`config.mk`:
```
export PLATFORM = sky130hd
export DESIGN_NAME = speck32_64_block_cipher_top
export DESIGN_NICKNAME = d
export VERILOG_FILES = /design/src/sv/speck_pkg.sv /design/src/sv/speck32_64_block_cipher_top.sv
export SDC_FILE = /design/constraint.sdc
export NUM_CORES = 2
export LEC_CHECK = 0
export BUFFER_PORTS_ARGS = -buffer_cell sky130_fd_sc_hd__buf_4
export CAP_MARGIN = 10
export CORE_UTILIZATION = 40
export CTS_CLUSTER_DIAMETER = 60
export DETAILED_ROUTE_END_ITERATION = 16
export GPL_TIMING_DRIVEN = 1
export HOLD_SLACK_MARGIN = 0.12
export SYNTH_ARGS = -nofsm -noshare
export SYNTH_HDL_FRONTEND = slang
export SYNTH_SLANG_ARGS = --single-unit
```
`constraint.sdc`:
```
create_clock -name clk -period 5.05 [get_ports clk]
set_clock_uncertainty 0.05 [all_clocks]
set_input_delay 1.01 -clock clk [delete_from_list [all_inputs] [get_ports clk]]
set_output_delay 1.01 -clock clk [all_outputs]
set_load 0.1 [all_outputs]
```
`src/sv/speck_pkg.sv`:
```
package speck_pkg;

  localparam int WORD_W = 16;
  localparam int KEY_W  = 64;
  localparam int DATA_W = 64;
  localparam int ADDR_W = 4;
  localparam int ALPHA  = 7;
  localparam int BETA   = 2;

  typedef logic [WORD_W-1:0] word_t;

  localparam logic OP_ENCRYPT = 1'b0;
  localparam logic OP_DECRYPT = 1'b1;

  localparam logic REG_CIPHER_KEY = 1'b0;

  function automatic word_t rot_r(input word_t v, input int amt);
    rot_r = (v >> amt) | (v << (WORD_W - amt));
  endfunction

  function automatic word_t rot_l(input word_t v, input int amt);
    rot_l = (v << amt) | (v >> (WORD_W - amt));
  endfunction

endpackage

```
`src/sv/speck32_64_block_cipher_top.sv`:
```
// Speck32/64 engine with one register stage per round. A block is accepted
// when start is high and busy is low, and its result appears on the out_
// ports for one cycle, marked by out_valid, after passing through every round
// stage; a new block may enter every cycle while busy is low, and the
// receiver cannot stall the output. A write of the 64-bit key at any byte
// address below 8 reloads the round key store, which the key schedule fills
// one round key per cycle, so busy stays high after each key write until the
// last round key is stored. Write the key only while no block is in flight.
module speck32_64_block_cipher_top #(
  parameter int ROUND_COUNT = 22
) (
  input  logic                          clk,
  input  logic                          rst_n,
  input  logic                          start,
  output logic                          busy,
  input  logic                          in_opcode,
  input  logic [speck_pkg::WORD_W-1:0]  in_block_first_word,
  input  logic [speck_pkg::WORD_W-1:0]  in_block_second_word,
  output logic                          out_valid,
  output logic [speck_pkg::WORD_W-1:0]  out_result_first_word,
  output logic [speck_pkg::WORD_W-1:0]  out_result_second_word,
  input  logic                          psel,
  input  logic                          penable,
  input  logic                          pwrite,
  input  logic [speck_pkg::ADDR_W-1:0]  paddr,
  input  logic [speck_pkg::DATA_W-1:0]  pwdata,
  output logic [speck_pkg::DATA_W-1:0]  prdata,
  output logic                          pready
);

  localparam int IDX_W = (ROUND_COUNT > 1) ? $clog2(ROUND_COUNT) : 1;

  logic [speck_pkg::KEY_W-1:0] key_r;
  speck_pkg::word_t            rk_r [ROUND_COUNT];
  speck_pkg::word_t            ks_k_r, ks_l0_r, ks_l1_r, ks_l2_r;
  speck_pkg::word_t            ks_nl, ks_k_nxt;
  logic [IDX_W-1:0]            ks_cnt_r;
  logic                        expand_r;
  logic                        key_wr, key_sel, accept;

  logic                        vld_r [ROUND_COUNT];
  logic                        op_r  [ROUND_COUNT];
  speck_pkg::word_t            y_r   [ROUND_COUNT];
  speck_pkg::word_t            x_r   [ROUND_COUNT];
  speck_pkg::word_t            y_nxt [ROUND_COUNT];
  speck_pkg::word_t            x_nxt [ROUND_COUNT];

  assign pready  = 1'b1;
  assign key_sel = (paddr[speck_pkg::ADDR_W-1] == speck_pkg::REG_CIPHER_KEY);
  assign key_wr  = psel && penable && pwrite && pready && key_sel;
  assign prdata  = key_sel ? key_r : '0;

  assign busy   = expand_r;
  assign accept = start && !busy;

  // key schedule: one round key per cycle
  assign ks_nl    = (ks_k_r + speck_pkg::rot_r(ks_l0_r, speck_pkg::ALPHA)) ^
                    speck_pkg::WORD_W'(ks_cnt_r);
  assign ks_k_nxt = speck_pkg::rot_l(ks_k_r, speck_pkg::BETA) ^ ks_nl;

  always_ff @(posedge clk) begin
    if (!rst_n) begin
      key_r    <= '0;
      expand_r <= 1'b0;
      ks_cnt_r <= '0;
    end else if (key_wr) begin
      key_r    <= pwdata;
      expand_r <= (ROUND_COUNT > 1);
      ks_cnt_r <= '0;
    end else if (expand_r) begin
      ks_cnt_r <= ks_cnt_r + 1'b1;
      if (ks_cnt_r == IDX_W'(ROUND_COUNT - 2)) begin
        expand_r <= 1'b0;
      end
    end
  end

  always_ff @(posedge clk) begin
    if (key_wr) begin
      rk_r[0] <= pwdata[speck_pkg::WORD_W-1:0];
      ks_k_r  <= pwdata[speck_pkg::WORD_W-1:0];
      ks_l0_r <= pwdata[2*speck_pkg::WORD_W-1:speck_pkg::WORD_W];
      ks_l1_r <= pwdata[3*speck_pkg::WORD_W-1:2*speck_pkg::WORD_W];
      ks_l2_r <= pwdata[4*speck_pkg::WORD_W-1:3*speck_pkg::WORD_W];
    end else if (expand_r) begin
      rk_r[ks_cnt_r + 1'b1] <= ks_k_nxt;
      ks_k_r  <= ks_k_nxt;
      ks_l0_r <= ks_l1_r;
      ks_l1_r <= ks_l2_r;
      ks_l2_r <= ks_nl;
    end
  end

  // round pipeline: stage s applies round s (encrypt) or the inverse of round ROUND_COUNT-1-s (decrypt)
  always_comb begin
    speck_pkg::word_t xi, yi, t;
    logic             oi;
    for (int s = 0; s < ROUND_COUNT; s++) begin
      if (s == 0) begin
        xi = in_block_second_word;
        yi = in_block_first_word;
        oi = in_opcode;
      end else begin
        xi = x_r[s-1];
        yi = y_r[s-1];
        oi = op_r[s-1];
      end
      if (oi == speck_pkg::OP_ENCRYPT) begin
        t        = (speck_pkg::rot_r(xi, speck_pkg::ALPHA) + yi) ^ rk_r[s];
        x_nxt[s] = t;
        y_nxt[s] = speck_pkg::rot_l(yi, speck_pkg::BETA) ^ t;
      end else begin
        t        = speck_pkg::rot_r(yi ^ xi, speck_pkg::BETA);
        y_nxt[s] = t;
        x_nxt[s] = speck_pkg::rot_l((xi ^ rk_r[ROUND_COUNT-1-s]) - t, speck_pkg::ALPHA);
      end
    end
  end

  always_ff @(posedge clk) begin
    if (!rst_n) begin
      for (int s = 0; s < ROUND_COUNT; s++) begin
        vld_r[s] <= 1'b0;
      end
    end else begin
      vld_r[0] <= accept;
      for (int s = 1; s < ROUND_COUNT; s++) begin
        vld_r[s] <= vld_r[s-1];
      end
    end
  end

  always_ff @(posedge clk) begin
    op_r[0] <= in_opcode;
    for (int s = 1; s < ROUND_COUNT; s++) begin
      op_r[s] <= op_r[s-1];
    end
    for (int s = 0; s < ROUND_COUNT; s++) begin
      x_r[s] <= x_nxt[s];
      y_r[s] <= y_nxt[s];
    end
  end

  assign out_valid              = vld_r[ROUND_COUNT-1];
  assign out_result_first_word  = y_r[ROUND_COUNT-1];
  assign out_result_second_word = x_r[ROUND_COUNT-1];

endmodule

```
==> flow_summary.toml <==
[clock_tree]
clock_latency_ps = 810
cts-root-buf = "clkbuf_16"
hold_buffers = 0
cts_resized = 0
cts_buffer_depth = 3
cts_sinks = 1233
clk_pin_slew_ps = 60
cts_setup_buffers = 0
cts_tree = "yes"
numCtsBuffers = 150
cts_max_level = 4

[worst_setup_path]
cp.arrival_ps = 4650
path_buf_inv = 2
cp.required_ps = 5620
cp-end-kind = "register"
critPathKind = "reg -> reg"
slowest_delay_ps = 1050
crit_start = "ks_k_r[0]"
cp_slowest_cell = "o21ai_4"
worst-path-max-fanout = 13
crit_family = "compound AO/OA/AOI/OAI gates"
path_cells = "ha_1, inv_1, fa_1, nor2b_1, o21ai_0, a21o_1, and3_1, o31ai_1, a21oi_1, xor3_1, o21ai_4, buf_4"
startpoint_type = "register"
regToRegStartpoint = "ks_k_r[0]"

[synthesis]
synthArstFlopShare_pct = 0
synth_common_cells = "1176 x xnor2_1, 817 x dfxtp_1, 774 x xor2_1, 703 x a21oi_1, 677 x ha_1"
ys_types = 89
synthFlopType = "dfxtp_1"
synth-edff-count = 416
synth_nets = 9382
yosys_warnings = 0
yosysSeqAreaShare_pct = 35.2
yosysTopAreaCell = "dfxtp_1"
syn_avg_cell_area_um2 = 9.59
yosysMostFrequentCell = "xnor2_1"
ys_ff_latch = 1233
netlist.area_leader.share_pct = 19.9
syn_inst = 8553
synth_area_um2 = 82000
synth_top_cells_by_area = "dfxtp_1 20%, edfxtp_1 15%, xnor2_1 13%"

[route]
num_vias = 64800
routed_via_density = 5.60
wl_per_cell_um = 26.0
first_pass_iters = 6
drc_errors = 0
routed_wl_um = 300000
final_antenna_net_count = 0
dr.first_iter.drc_count = 6355

[placed_design]
place.gp.congestion = 1.01
io_buffers = 201
dp_hpwl_um = 242000

[timing]
setup_viol = 0
timing.fmax_ghz = 0.245
hold_violations = 0
rsz0062_at_grt = "false"
relSlewSlack_pct = 10.3
final.min_clock_period_ps = 4080
worst_pin_slew_ps = 1340
finalCritPeriodShare_pct = 80.8
fin_setup_tns_ps = 0
finalMaxSlewViolations = 0

[die]
die_h_um = 455
rows = 165
core_area_um2 = 203000
start_util_pct = 40.4
die_x_um = 455
dieArea_um2 = 207000
ioPinCount = 206

[min_path]
hp-start = "vld_r[13]"
hold_path_class = "reg -> reg"

[grt]
grt_max_degree = 89
grt_pass1_vias = 62400
grt_pass1_wl_um = 428000
overflow = 0
antenna_found_initial = 15
grtUsageTotal_pct = 28.4

[layout]
layout-drive-gt1-share_pct = 7.84
syn_to_final_growth_pct = 12.1
fillers = 19500
register_area_um2 = 28900
nets = 9581
multi_input_area_um2 = 51500

[job]
maxCapViolCount = 0

[status]
status = "completed"
## kinds of logic (layout without fill, tap and decap cells)
logic type,count (synthesis),in the layout,share of synthesized area (%)
xor gates and xnor gates,2026,2026,22.9
and+or+nand+nor,1996,1996,11.1
AOI/OAI and AO/OA,1870,1870,14.2
DFF,1233,1233,35.2
adders and majority gates,722,722,11.4
buffers and inverters,482,809,2.36
muxes,223,223,2.77
other,1,8,0.00457
## cell usage in the layout, fill, tap and decap left out, drive strengths merged, types with 31 or more instances in the layout
master,instances
mux2i,189
a21oi,705
ha,677
nand3,131
o21ai,391
o211ai,39
mux2,34
o21bai,31
nand2b,44
a211oi,77
and2,42
xor2,774
nor2b,127
a21boi,88
edfxtp,416
dfxtp,817
or3,44
nor3,172
buf,265
xnor2,1176
nor2,643
fa,45
xnor3,57
nand2,590
clkbuf,204
a31o,34
inv,293
a21o,218
and3,85
o21a,45
a31oi,89
clkinv,42
## cell type report
cell class	count	share of cell area, %
clock inverters	76	0.929
repair buffers	265	2.19
flip-flops and latches	1233	31.4
well taps	2672	3.63
clock buffers	204	4.81
inverters	264	1.08
diodes	7	0.0190
multi-input cells	6838	56.0
## through the flow
step | hold WS, ps | cell area (um^2) | util (%) | cells | setup slack [ps]
floorplan | 279 | 82000 | - | 8553 | 1240
detailed placement | 369 | 86700 | 42.7 | 11300 | 1060
finish | 379 | 92000 | 45.3 | 11600 | 970
global route | 399 | 92000 | 45.3 | 11600 | 910
CTS | 376 | 92000 | 45.3 | 11600 | 984
global placement | 364 | 86700 | 42.7 | 11300 | 1080
## metal layers
metal | wire (um) | vias to the layer above | GRT usage [%]
met5 | 18 | - | 0
met4 | 11900 | 4 | 10.4
met3 | 22200 | 548 | 4.34
met2 | 128000 | 2648 | 43.0
met1 | 138000 | 31200 | 40.6
li1 | - | 30400 | -
## sequential cells by signal (all words and copies together), names as in the netlist
name      count
rk_r        352
x_r         352
y_r         352
key_r        64
vld_r        22
op_r         21
ks_k_r       16
ks_l0_r      16
ks_l1_r      16
ks_l2_r      16
ks_cnt_r      5
busy          1
## final timing paths
kind / depth (start not counted) / slack (ps) / to
worst min-delay path: 1 / 380 / vld_r[14]
worst max register to register: 12 / 970 / rk_r[19][14]
worst min register to register: 1 / 380 / vld_r[14]
worst max-delay path: 12 / 970 / rk_r[19][14]
Power is left out: the tool's default activity adds up to more than one toggle a clock period on the data nets, which glitch-free logic cannot reach.
